===== config.mk =====
export PLATFORM = sky130hd
export DESIGN_NAME = crbu_ctrl
export DESIGN_NICKNAME = d
export VERILOG_FILES = /design/src/crbu_pkg.sv /design/src/crbu_ctrl.sv
export SDC_FILE = /design/constraint.sdc
export NUM_CORES = 1
export LEC_CHECK = 0
export ABC_AREA = 0
export BUFFER_PORTS_ARGS = -buffer_cell sky130_fd_sc_hd__buf_2
export CAP_MARGIN = 10
export CORE_AREA = 3 3 40 42
export DETAILED_ROUTE_END_ITERATION = 16
export DIE_AREA = 0 0 43 45
export GPL_TIMING_DRIVEN = 0
export PLACE_DENSITY = 0.39
export SETUP_SLACK_MARGIN = 0.3
export SYNTH_ARGS = -nofsm -noshare
export SYNTH_HDL_FRONTEND = slang
export SYNTH_SLANG_ARGS = --single-unit

===== constraint.sdc =====
create_clock -name clk -period 1.8 [get_ports clk]
set_input_delay 0.36 -clock clk [delete_from_list [all_inputs] [get_ports clk]]
set_output_delay 0.36 -clock clk [all_outputs]
set_load 0.005 [all_outputs]

===== src/crbu_pkg.sv =====
// ----------------------------------------------------------------------------
// crbu_pkg: shared types and constants
// Widths, value-source codes and controller/datapath command and status structs.
// ----------------------------------------------------------------------------
package crbu_pkg;
  localparam int BIN_COUNT_DEF  = 256;
  localparam int BIN_SHIFT_DEF  = 8;
  localparam int COUNT_BITS_DEF = 32;
  localparam int SUM_W  = 64;
  localparam int RESP_W = 48;
  localparam int PIX_W  = 16;
  localparam int IRR_W  = 24;

  localparam logic [1:0] SRC_MEASURED     = 2'd0;
  localparam logic [1:0] SRC_EXTRAPOLATED = 2'd1;
  localparam logic [1:0] SRC_UNDEFINED    = 2'd2;

  typedef struct packed {
    logic acc_rd;     // read bin for accumulate
    logic acc_wr;     // write back accumulated bin
    logic ro_rd;      // read bin at readout pointer
    logic div_start;  // start divider
    logic ro_finish;  // form result, advance pointer
    logic clr_step;   // clear one entry
    logic clr_begin;  // start clear sweep
  } crbu_cmd_t;

  typedef struct packed {
    logic div_done;
    logic count_zero;
    logic clr_last;
  } crbu_sts_t;
endpackage


===== src/crbu_ctrl.sv =====
// ----------------------------------------------------------------------------
// crbu_ctrl: sequencing controller
// Steps accumulate, readout, division and clear sweep; owns the input handshake.
// ----------------------------------------------------------------------------
module crbu_ctrl import crbu_pkg::*; (
  input  logic      clk,
  input  logic      rst_n,
  input  logic      in_valid,
  input  logic      in_mode,
  output logic      in_ready,
  input  logic      out_busy,
  input  logic      last_ro,
  input  crbu_sts_t sts,
  output crbu_cmd_t cmd
);
  typedef enum logic [2:0] {S_CLEAR, S_IDLE, S_ACC, S_RO_RD, S_RO_DIV, S_RO_FIN}
    state_t;
  state_t state_r, state_nxt;

  always_comb begin
    state_nxt = state_r;
    cmd = '0;
    in_ready = 1'b0;
    unique case (state_r)
      S_CLEAR: begin
        cmd.clr_step = 1'b1;
        if (sts.clr_last) state_nxt = S_IDLE;
      end
      S_IDLE: begin
        in_ready = !(in_mode && out_busy);
        if (in_valid && in_ready) begin
          if (in_mode) begin
            cmd.ro_rd = 1'b1;
            state_nxt = S_RO_RD;
          end else begin
            cmd.acc_rd = 1'b1;
            state_nxt = S_ACC;
          end
        end
      end
      S_ACC: begin
        cmd.acc_wr = 1'b1;
        state_nxt = S_IDLE;
      end
      S_RO_RD: begin
        if (sts.count_zero) begin
          state_nxt = S_RO_FIN;
        end else begin
          cmd.div_start = 1'b1;
          state_nxt = S_RO_DIV;
        end
      end
      S_RO_DIV: begin
        if (sts.div_done) state_nxt = S_RO_FIN;
      end
      S_RO_FIN: begin
        cmd.ro_finish = 1'b1;
        if (last_ro) begin
          cmd.clr_begin = 1'b1;
          state_nxt = S_CLEAR;
        end else begin
          state_nxt = S_IDLE;
        end
      end
      default: state_nxt = S_IDLE;
    endcase
  end

  always_ff @(posedge clk) begin
    if (!rst_n) state_r <= S_CLEAR;
    else state_r <= state_nxt;
  end
endmodule


### Yosys cells after proc, flatten, opt, wreduce, memory -nomap -nowiden

Index checks and enable logic that the tools add are counted.

* bits of input ports: 9
* register bits: 3
* word-level logic and storage cells: 35

* reductions and logical operators: 5
* equality and inequality tests: 8
* muxes and demuxes: 21

Operators with widths (number)
* 1-bit 2-to-1 mux: 17
* 3-bit case mux with 5 select lines: 1
* 3-bit 2-to-1 mux: 3
* 3-bit by 2-bit equality test with 1-bit output, second input constant: 2
* 3-bit equality test, second input constant: 2
* 2-bit inequality test, second input constant: 3
* 3-bit by 1-bit equality test with 1-bit output, second input constant: 1
* 3-bit logical NOT: 1
* 3-bit AND reduction: 1
* 1-bit logical AND: 2
* 1-bit logical NOT: 1

### Depth between registers and ports, before layout

* depth in word-level cells: 5
* depth in mapped cells: 4
* depth with buffers taken out: 3

### Worst setup path before layout

Ideal clock, no wire load.

* kind: reg2out
* start: register state_r[2]
* end: output cmd[4] in the netlist's numbering
* data arrival time: 0.859 ns
* stages on the path, launching flop included: 5
* path slack: 0.581 ns
* path buffers: 1
* path through: dfxtp_1 > buf_6 > nor2_1 > nand3_1 > nor3b_1

RTL lines
* from (decl): line crbu_ctrl.sv:18 `state_t state_r, state_nxt;`
* from (signal assigned): line crbu_ctrl.sv:71 `else state_r <= state_nxt;`
* to (decl): line crbu_ctrl.sv:14 `output crbu_cmd_t cmd`

### Worst setup path in the final report

* start: register state_r[2]
* end: register state_r[1]

* word-level cells in the longest chain between the ends: 3
* elaborated cells on any way between the ends: 10
* those cells by class: eq/ne (7); mux (1); reduce/logical (2)

Ends and longest elaborated chain
* 3-bit by 1-bit equality test with 1-bit output (tied with other cells): line crbu_ctrl.sv:24 `unique case (state_r)`
* 2-bit inequality test (no line)
* 3-bit AND reduction (no line)

Several ways; a longest one is shown, not always the timed one.
A chain may end at the register's enable or synchronous reset.

==> impl_metrics.py <==
metrics = {
    "run": {
        "cap_violations": 0,
    },
    "cts": {
        "cts-root-buf": "clkbuf_4",
        "tritoncts": "done",
        "cts_buffers": 3,
        "clock_sinks": 3,
        "clk_pin_slew_ns": 0.04,
        "htreeDepth": 1,
        "clock_latency_ns": 0.23,
        "clk_path_buf_depth": 2,
        "cts_hold_buf": 0,
    },
    "setup_path": {
        "cp.depth": 10,
        "worst_r2r_startpoint": "state_r[2]",
        "critical_path_buf_inv_count": 7,
        "cp.required_ns": 1.97,
        "worst-path-max-fanout": 5,
        "slowest_stage": "dfxtp_1",
        "start_kind": "flip-flop",
        "r2r_end": "state_r[1]",
        "end_kind": "flip-flop",
        "slowest_delay_ns": 0.30,
        "crit_end": "state_r[1]",
        "crit_path_cell_trace": "buf_6 > nor2_4 > nand3_2 > buf_4 > buf_4 > buf_4 > buf_4 > buf_4 > buf_4 > nor2_2",
        "crit_type": "flip-flop to flip-flop",
        "critPathLaunch": "state_r[2]",
        "cpMostUsedCell": "buf_4",
        "worstPathArrival_ns": 1.69,
        "r2r_slack_ns": 0.29,
        "crit_family": "buffers and inverters",
        "r2r_cells": 10,
    },
    "yosys": {
        "synth_fa_ha_area_share_pct": 0,
        "synth_area_leaders": "dfxtp_1 (24%), buf_6 (9.2%), o2bb2ai_1 (7.1%), mux2_4 (6.1%), nor3b_1 (6.1%)",
        "synth_nets": 39,
        "ys_types": 19,
        "synth-seq-cells": 3,
        "synth_top_area_share_pct": 24.5,
        "synth.area.mux_share_pct": 10.7,
        "synth_compound_area_share_pct": 16.3,
        "synth_simple_gate_area_share_pct": 35.7,
        "synth-async-reset-ratio_pct": 0,
        "synthFlopType": "dfxtp_1",
        "postSynthAreaPerCell_um2": 8.17,
        "synth_top_area_cell": "dfxtp_1",
        "synth_area_um2": 245,
        "synth_edf_count": 0,
        "ys_seq_area_share_pct": 24.5,
        "yosysWarnings": 0,
        "synthCells": 30,
        "synth_top_family_by_area": "simple AND/OR/NAND/NOR gates",
        "synth_xor_area_share_pct": 0,
        "ys_top_cells_by_count": "dfxtp_1 (3), nand2_1 (3), nor2_1 (3)",
    },
    "global_routing": {
        "grt_pass1_vias": 317,
        "met3_usage_pct": 3.19,
        "use_met2_pct": 17.4,
        "grt.busiest_layer": "met2",
        "antenna_found_initial": 0,
        "grt_util_all_layers_pct": 9.49,
        "grt_pass1_wl_mm": 1.34,
        "gr-total-overflow": 0,
        "use_met1_pct": 9.40,
        "grt_max_degree": 11,
    },
    "power_and_ir_drop": {
        "ir_drop_mv": 0.147,
        "leakage_uw": 0.000239,
        "power_density_nw_per_um2": 561,
    },
    "finish": {
        "area_growth_pct": 87.2,
        "largest_reg_flops": 3,
        "top_register": "state_r",
        "drive_above_1_share_pct": 62.1,
        "top_regs": "state_r (3)",
        "nNetsFinal": 68,
        "n_antenna_cell": 0,
    },
    "timing": {
        "holdWs_ns": 0.367,
        "setup_tns_ns": 0,
        "rsz0062_at_grt": "true",
        "tightest_slew_ns": 0.213,
        "setup_viol": 0,
        "fmax_ghz": 0.660,
        "fin_skew_ns": 0.000436,
        "finalHoldViolCount": 0,
        "drv_slew": 0,
        "slew_headroom_pct": 85.6,
        "min_period_ns": 1.51,
        "timing.final.crit_share_pct": 84.2,
    },
    "outcome": {
        "outcome": "finished clean",
    },
    "detailed_routing": {
        "viasPerCell": 4.10,
        "antenna_left": 0,
        "via_count": 299,
        "first_iter_violations": 3,
        "wl_um": 758,
        "drt-pass1-iter-count": 2,
        "routedWlPerCell_um": 10.4,
        "drc": 0,
    },
    "place": {
        "portBuffers": 16,
        "hpwl_um": 503,
        "gp_congestion": 0.711,
    },
    "floorplanning": {
        "start_util_pct": 19.1,
        "fp.dieH_um": 45,
        "num_rows": 13,
        "dieArea_um2": 1940,
        "num_io_pins": 17,
        "fp.coreArea_um2": 1280,
        "fp.dieW_um": 43,
    },
    "hold_path": {
        "hp-class": "input pin to flip-flop",
        "holdPathStages": 2,
        "hold_start": "rst_n",
    },
}
-- per-layer routing --
metal | vias to the layer above | part of all wire (%)
met4 | 0 | 0
met5 | - | 0
li1 | 161 | -
met1 | 129 | 40
met3 | 0 | 4.6
met2 | 9 | 55
-- metrics by stage --
| step | area (µm²) | cells | utilization [%] | setup slack, ns | total power [µW] |
|---|---|---|---|---|---|
| after CTS | 453 | 73 | 35.2 | 0.270 | 261 |
| after global routing | 459 | 73 | 35.7 | 0.207 | 279 |
| after global placement | 344 | 61 | 26.8 | 0.459 | 120 |
| after floorplan | 245 | 30 | - | 0.581 | 99.5 |
| final | 459 | 73 | 35.7 | 0.285 | 258 |
| after detailed placement | 344 | 61 | 26.8 | 0.441 | 121 |
-- final cells by class --
class / instances / area (µm²)
inverters: 1 / 3.75
clock buffers: 4 / 26.3
multi-input cells: 23 / 176
well taps: 15 / 18.8
repair buffers: 24 / 140
flip-flops and latches: 3 / 60.1
plain buffers: 3 / 33.8
fillers: 143 / 826
-- cell usage in the layout (no fill, tap or decap) --
cell	synthesis	routed
a211o_1	1	1
a31oi_1	1	1
and2_1	2	2
and3_1	2	2
buf_2	1	16
buf_4	0	8
buf_6	2	3
clkbuf_1	0	1
clkbuf_4	0	3
dfxtp_1	3	3
inv_1	1	1
mux2_1	1	1
mux2_4	1	1
nand2_1	3	3
nand3_2	0	1
nor2_1	3	1
nor2_2	0	1
nor2_4	0	1
nor2b_2	0	1
nor3_1	1	1
nor3b_1	2	1
nor3b_2	0	1
nor4b_1	1	1
o2bb2ai_1	2	2
o31ai_1	1	1
-- kinds of logic after synthesis --
group | count (synthesis)
simple gates | 16
flops | 3
mux | 2
buf+inv | 4
compound gates | 5
-- power breakdown --
| group | internal, µW | switching (µW) | total (µW) |
|---|---|---|---|
| registers | 70.1 | 1.20 | 71.3 |
| clock network | 83.1 | 34.6 | 118 |
| logic | 39.5 | 29.2 | 68.7 |
| total | 193 | 65.0 | 258 |
-- how the worst min path moves through the flow --
stage | to | slack, ns
floorplan | state_r[1] | 0.47
global placement | state_r[2] | 0.61
detailed placement | state_r[2] | 0.61
CTS | state_r[1] | 0.36
global route | state_r[2] | 0.37
finish | state_r[2] | 0.37
-- repair_timing --
| action | CTS | global route |
|---|---|---|
| resized for setup | 6 | 2 |
| gates cloned | 0 | 0 |
| pin swaps | 2 | 3 |
| setup endpoints to repair | 5 | 7 |
| buffers inserted | 8 | 0 |
Note: power is estimated with default switching activity, not from simulation.
